--- src/rtl/core/swm_pkg.sv ---
`timescale 1ns / 1ps

package swm_pkg;

   localparam int SAMPLE_WIDTH = 16;

   typedef logic signed [SAMPLE_WIDTH-1:0] sample_type;

   // What one cell hands to the next one up the chain. Here, "window" means
   // the sorted window with the departing word already taken out.
   typedef struct packed {
      sample_type val;   // Entry of the compacted window at this cell's slot.
      logic       gt;    // That entry is above the new word (always set at the top slot).
      logic       seen;  // The departing word sits at this slot or below it.
   } link_type;

endpackage

--- src/rtl/core/sliding_window_median.sv ---
`timescale 1ns / 1ps

// Running median over the last WINDOW signed 16-bit samples. The window is
// held sorted in a row of WINDOW cells, each keeping one word and its age;
// every accepted word drops the oldest entry and slots the new one in order
// with one register update of all cells, so the block takes one word per
// clock while results are taken, and returns its median (the sorted entry at
// WINDOW/2, upper median for even WINDOW) in the cycle after. The throughput
// is set by that update across the cell row, whose compare and slot search
// ripple from cell to cell. A result waiting on rsp_ready stalls input only
// until it is taken. After reset the window holds WINDOW zeros.
module sliding_window_median
   import swm_pkg::*;
#(
   parameter int WINDOW = 15
) (
   input  logic       clock,
   input  logic       reset,
   input  logic       req_valid,
   output logic       req_ready,
   input  sample_type req_sample,
   output logic       rsp_valid,
   input  logic       rsp_ready,
   output sample_type rsp_median
);

   localparam int AGE_W = (WINDOW > 1) ? $clog2(WINDOW) : 1;

   link_type         links    [WINDOW];
   logic [AGE_W-1:0] link_age [WINDOW];
   sample_type       cell_val [WINDOW];
   logic [AGE_W-1:0] cell_age [WINDOW];

   logic rsp_valid_ff, rsp_valid_in;
   logic accept;

   assign req_ready    = !rsp_valid_ff || rsp_ready;
   assign accept       = req_valid && req_ready;
   assign rsp_valid_in = accept || (rsp_valid_ff && !rsp_ready);

   always_ff @(posedge clock) begin
      if (reset) begin
         rsp_valid_ff <= 1'b0;
      end else begin
         rsp_valid_ff <= rsp_valid_in;
      end
   end

   for (genvar i = 0; i < WINDOW; i++) begin : g_cell
      link_type         prev_link;
      logic [AGE_W-1:0] prev_age;
      sample_type       next_val;
      logic [AGE_W-1:0] next_age;

      if (i == 0) begin : g_bottom
         assign prev_link = '{val: '0, gt: 1'b0, seen: 1'b0};
         assign prev_age  = '0;
      end else begin : g_mid
         assign prev_link = links[i-1];
         assign prev_age  = link_age[i-1];
      end

      if (i == WINDOW - 1) begin : g_top
         assign next_val = '0;
         assign next_age = '0;
      end else begin : g_below
         assign next_val = cell_val[i+1];
         assign next_age = cell_age[i+1];
      end

      swm_cell #(
         .WINDOW (WINDOW),
         .INDEX  (i),
         .AGE_W  (AGE_W)
      ) u_cell (
         .clock     (clock),
         .reset     (reset),
         .shift_en  (accept),
         .sample    (req_sample),
         .prev_link (prev_link),
         .prev_age  (prev_age),
         .next_val  (next_val),
         .next_age  (next_age),
         .link      (links[i]),
         .link_age  (link_age[i]),
         .val       (cell_val[i]),
         .age       (cell_age[i])
      );
   end

   // The cells hold still while a result waits, so the middle cell is the
   // pending median.
   assign rsp_valid  = rsp_valid_ff;
   assign rsp_median = cell_val[WINDOW/2];

endmodule

--- src/rtl/core/swm_cell.sv ---
`timescale 1ns / 1ps

module swm_cell
   import swm_pkg::*;
#(
   parameter int WINDOW = 15,
   parameter int INDEX  = 0,
   parameter int AGE_W  = 4
) (
   input  logic             clock,
   input  logic             reset,
   input  logic             shift_en,
   input  sample_type       sample,
   input  link_type         prev_link,
   input  logic [AGE_W-1:0] prev_age,
   input  sample_type       next_val,
   input  logic [AGE_W-1:0] next_age,
   output link_type         link,
   output logic [AGE_W-1:0] link_age,
   output sample_type       val,
   output logic [AGE_W-1:0] age
);

   localparam logic [AGE_W-1:0] OldestAge = AGE_W'(WINDOW - 1);
   localparam logic [AGE_W-1:0] ResetAge  = AGE_W'(INDEX);
   localparam bit               TopCell   = (INDEX == WINDOW - 1);

   sample_type       val_ff, val_in;
   logic [AGE_W-1:0] age_ff, age_in;

   always_comb begin
      // Once the departing word is at or below this slot, the compacted
      // window shifts down by one, so this slot takes the word from above.
      link.seen = prev_link.seen | (age_ff == OldestAge);
      link.val  = link.seen ? next_val : val_ff;
      link_age  = link.seen ? next_age : age_ff;
      link.gt   = TopCell ? 1'b1 : ($signed(link.val) > $signed(sample));

      if (!link.gt) begin
         val_in = link.val;
         age_in = link_age + AGE_W'(1);
      end else if (!prev_link.gt) begin
         val_in = sample;
         age_in = '0;
      end else begin
         val_in = prev_link.val;
         age_in = prev_age + AGE_W'(1);
      end
   end

   always_ff @(posedge clock) begin
      if (reset) begin
         val_ff <= '0;
         age_ff <= ResetAge;
      end else if (shift_en) begin
         val_ff <= val_in;
         age_ff <= age_in;
      end
   end

   assign val = val_ff;
   assign age = age_ff;

endmodule
--- config.mk ---
export PLATFORM = sky130hd
export DESIGN_NAME = sliding_window_median
export DESIGN_NICKNAME = d
export VERILOG_FILES = /design/src/rtl/core/swm_pkg.sv /design/src/rtl/core/sliding_window_median.sv /design/src/rtl/core/swm_cell.sv
export SDC_FILE = /design/constraint.sdc
export NUM_CORES = 1
export LEC_CHECK = 0
export BUFFER_PORTS_ARGS = -buffer_cell sky130_fd_sc_hd__buf_2
export CAP_MARGIN = 20
export CORE_MARGIN = 3
export CORE_UTILIZATION = 59
export CTS_CLUSTER_SIZE = 30
export DETAILED_ROUTE_END_ITERATION = 12
export PLACE_DENSITY_LB_ADDON = 0.08
export RECOVER_POWER = 25
export SLEW_MARGIN = 20
export SYNTH_ARGS = -nofsm -noshare
export SYNTH_HDL_FRONTEND = slang
export SYNTH_HIERARCHICAL = 1
export SYNTH_SLANG_ARGS = --single-unit
export TNS_END_PERCENT = 5
--- constraint.sdc ---
create_clock -name clock -period 14.6 [get_ports clock]
set_input_delay 4.38 -clock clock [delete_from_list [all_inputs] [get_ports clock]]
set_output_delay 4.38 -clock clock [all_outputs]
set_load 0.1 [all_outputs]
Word level (Yosys, flattened, before mapping):

Cells that the tools add are included.

* add/subtract/negate cells: 14
* equal/unequal tests: 14
* bitwise gates (word level): 13
* muxes and demuxes: 84
* reduce and logical (&&, ||, !) cells: 6
* $lt $le $gt $ge: 14

Operator list (count)
* $mux W16: 42
* $gt A16 B16 Y1: 14
* $mux W4: 42
* $add A4 B1 Y4 const B: 14
* $eq A4 B4 Y1 const B: 14
* $or A1 B1 Y1: 13
* $logic_and A1 B1 Y1: 2
* $logic_not A1 Y1: 2
* $logic_or A1 B1 Y1: 2

* input port bits: 20
* word-level logic and storage cells: 176
* output and inout bits: 18
* bits in registers: 301

Longest topological paths before layout:

* depth after elaboration: 17
* mapped depth: 70
* mapped depth without buffers: 40

Modules after synthesis:

Netlist, hierarchy kept.

Modules (own cells, without submodules)
* swm_cell at g_cell[11].u_cell: cells an instance 304, sequential area each 400.4 µm², times used 1, area each 2290.9 µm²
* swm_cell at g_cell[8].u_cell: cells an instance 300, sequential area each 400.4 µm², times used 1, area each 2270.9 µm²
* swm_cell at g_cell[9].u_cell: cells an instance 314, sequential area each 400.4 µm², times used 1, area each 2180.8 µm²
* swm_cell at g_cell[5].u_cell: cells an instance 253, sequential area each 400.4 µm², times used 1, area each 2108.3 µm²
* swm_cell at g_cell[7].u_cell: cells an instance 256, sequential area each 400.4 µm², times used 1, area each 2099.5 µm²
* swm_cell at g_cell[6].u_cell: cells an instance 248, sequential area each 400.4 µm², times used 1, area each 2075.7 µm²
* swm_cell at g_cell[13].u_cell: cells an instance 256, sequential area each 400.4 µm², times used 1, area each 2063.2 µm²
* swm_cell at g_cell[1].u_cell: cells an instance 255, sequential area each 400.4 µm², times used 1, area each 2059.5 µm²
* swm_cell at g_cell[12].u_cell: cells an instance 251, sequential area each 400.4 µm², times used 1, area each 2044.5 µm²
* swm_cell at g_cell[10].u_cell: cells an instance 249, sequential area each 400.4 µm², times used 1, area each 2028.2 µm²
* swm_cell at g_cell[3].u_cell: cells an instance 257, sequential area each 400.4 µm², times used 1, area each 2016.9 µm²
* swm_cell at g_cell[2].u_cell: cells an instance 248, sequential area each 400.4 µm², times used 1, area each 1985.7 µm²
* swm_cell at g_cell[0].u_cell: cells an instance 247, sequential area each 400.4 µm², times used 1, area each 1981.9 µm²
* swm_cell at g_cell[4].u_cell: cells an instance 246, sequential area each 400.4 µm², times used 1, area each 1965.6 µm²
* +2 rows

Least setup slack after synthesis:

OpenSTA, ideal clock, no wires.

* path type: reg2reg
* start: register g_cell[0].u_cell.age_ff[3]
* end: register g_cell[14].u_cell.val_ff[10]
* arrival: 13934 ps
* required time: 14466 ps
* library setup time: 134 ps
* stages on the path, launching flop included: 70
* path slack: 532 ps
* buffers on the path: 30
* period minus slack after synthesis: 14068 ps
* cells stage by stage: dfxtp_1 > nor2b_1 > a31oi_2 > buf_2 > inv_1 > buf_2 > a31oi_2 > buf_2 > inv_1 > clkbuf_1 > a31oi_2 > buf_2 > inv_1 > buf_2 > a31oi_2 > buf_2 > inv_1 > clkbuf_1 > [... 34 more ...] > inv_2 > inv_1 > and2_1 > buf_2 > buf_2 > mux2_2 > ha_1 > buf_6 > nand4_4 > nor4_4 > a21boi_4 > o311ai_2 > nand2_2 > buf_2 > buf_6 > buf_8 > mux2i_1 > a211oi_1

RTL lines
* start, declared: line swm_cell.sv:29 `logic [AGE_W-1:0] age_ff, age_in;`
* start signal, assigned: line swm_cell.sv:54 `age_ff <= ResetAge;`
* start signal, assigned: line swm_cell.sv:57 `age_ff <= age_in;`
* end signal, assigned: line swm_cell.sv:56 `val_ff <= val_in;`
* end, declared: line swm_cell.sv:28 `sample_type val_ff, val_in;`

==> summary.md <==
| Metric | Value |
|---|---|
| Largest net degree at the start of global routing | `149` |
| Tot GR Track Use | `33.6%` |
| # setup viols final | `0` |
| CTS root buf | `clkbuf_16` |
| Htree depth | `2` |
| Rel. slew slack | `-187%` |
| TritonCTS Buffers | `40` |
| Clock Sink Count | `301` |
| Final wirelength | `93.3 mm` |
| Post-route ant nets | `0` |
| Final Util | `63.0%` |
| Maximum VDD drop | `0.0899 mV` |
| Drc violations | `0` |
| Initial DRC Count | `2503` |
| Setup TNS | `0 ns` |
| Setup ws final | `1.08 ns` |
| Crit start category | `primary input` |
| DP Area | `30400 µm²` |
| HP Class | `register to register` |
| Layout Nets | `3950` |
| Crit Path Category | `primary input to register` |
| Lkg Pwr | `13.8 nW` |
| Worst path arrival time | `13.83 ns` |
| Hold Slack | `0.473 ns` |
| Status | `finished, violations left` |
| CP endpoint kind | `register` |
| RSZ-0062 raised after global routing | `false` |
| Mapped Area | `30100 µm²` |
| Post-DP HPWL | `64.5 mm` |
| CTS tree | `built` |
| Row Count | `82` |
| Hold path start | `g_cell[14].u_cell/age[1]` |
| R2R Path Start | `g_cell[0].u_cell/age[3]` |
| PortBufs | `37` |
| Max-slew violation count | `213` |
| Reg-to-reg setup timing slack | `1.70 ns` |
| WHS Endpoint | `g_cell[14].u_cell/age[1]` |
| Area growth syn-to-layout | `5.23%` |
| Worst r2r dst | `g_cell[14].u_cell/val[7]` |
| Most common cell after layout, fill and taps aside | `nand2_1` |
| TritonRoute pass-1 iters | `7` |
| Post-CTS Hold Buffers | `0` |
| Layout cells sized above 1 | `12.8%` |
| Maxcap violations | `3` |
| Hold depth | `2` |
| Worst-path clk slew | `0.06 ns` |
| Wire length per cell | `21.3 µm` |
| Power, Total | `3.62 mW` |
| First-pass GRT wire length | `149 mm` |
| Non-filler cells, final | `4379` |
| Dpl ws | `1.95 ns` |
| Initial Util | `59.9%` |
| Failing checks | `max-capacitance violations, max-slew violations` |
| Synth Warn # | `6` |
| Worst Max-Slew Pin Slew | `4.31 ns` |
| Number of antenna diodes | `0` |
| Vias in the first global route | `27561` |
| Cells after Synth | `3780` |
| Fmax | `74.0 MHz` |
| Final Wtd Congestion | `0.936` |
| Placed cells | `4307` |
| Worst R2R Path Depth | `45` |
| Crit-path max FO | `81` |
| Syn avg cell area | `7.97 µm²` |
| Die H | `232 µm` |
| Post-CTS setup buffer count | `0` |
| Chip Width | `232 µm` |
| Initial antenna violation count | `0` |
| Power per cell area | `114 nW/µm²` |
| Post-cts gate resize count | `0` |
| Clk_skew | `0.0127 ns` |
| Boundary Pins | `38` |
| Die ar. | `53800 µm²` |
| Final hold vios | `0` |
| Routed vias/inst | `6.54` |
| Final min period | `13.52 ns` |
| Latest clock arrival within the worst-skew pair | `0.57 ns` |
| Clock buffer depth | `3` |
| Crit path required time | `14.91 ns` |
| Total number of vias | `28636` |
| Fin crit share | `92.6%` |
| Commonest cells after routing, fill and taps aside | `503 x nand2_1, 310 x inv_1, 301 x dfxtp_1` |
| Core area | `50300 µm²` |
| Final Instance Area | `31700 µm²` |
| Global route overflow | `0` |
[cell type report]
class	instances	area, µm²
Tap cell	672	841
Inverter	321	1200
Multi-Input combinational cell	2919	21700
Clock buffer	56	1170
Clock inverter	16	190
Sequential cell	301	6030
Fill cell	4451	18600
Timing Repair Buffer	94	592
[critical path, cell delays in order]
cell and delay, ns:
clkbuf_1 2.96, clkbuf_1 2.48, clkbuf_1 2.39, nand2b_1 0.71
inv_1 0.43, nand2_1 0.19, o221ai_1 0.14
[sequential cells by signal (all words and copies together), names as in the netlist]
| signal | cells |
|---|---|
| g_cell.u_cell/val | 240 |
| g_cell.u_cell/age | 60 |
| rsp_valid | 1 |
[how the worst max path moves through the flow]
stage / start / endpoint / slack, ns / cells after the start
5_1_grt: g_cell[0].u_cell/age[3] / g_cell[14].u_cell/val[7] / 0.62 / 45
2_1_floorplan: g_cell[0].u_cell/age[3] / g_cell[14].u_cell/val[10] / 0.54 / 69
4_1_cts: g_cell[0].u_cell/age[3] / g_cell[14].u_cell/val[7] / 1.91 / 45
3_5_place_dp: g_cell[0].u_cell/age[3] / g_cell[14].u_cell/val[7] / 1.95 / 45
6_report: reset / g_cell[1].u_cell/val[11] / 1.08 / 7
3_3_place_gp: g_cell[0].u_cell/age[3] / g_cell[14].u_cell/val[7] / 2.47 / 45
[per-layer routing]
metal / share of wire (%) / GRT usage (%) / vias up
li1: - / - / 13679
met1: 43 / 44.0 / 13533
met2: 45 / 54.5 / 1169
met3: 6.8 / 4.76 / 255
met4: 4.8 / 15.8 / 0
met5: 0 / 0 / -
[where the power goes]
group | internal, mW | leakage, nW | switching [mW]
registers | 0.919 | 2.46 | 0.132
logic | 0.572 | 10.7 | 0.951
clock network | 0.631 | 0.678 | 0.411
total | 2.12 | 13.8 | 1.49
Note: power is estimated with default switching activity, not from simulation.
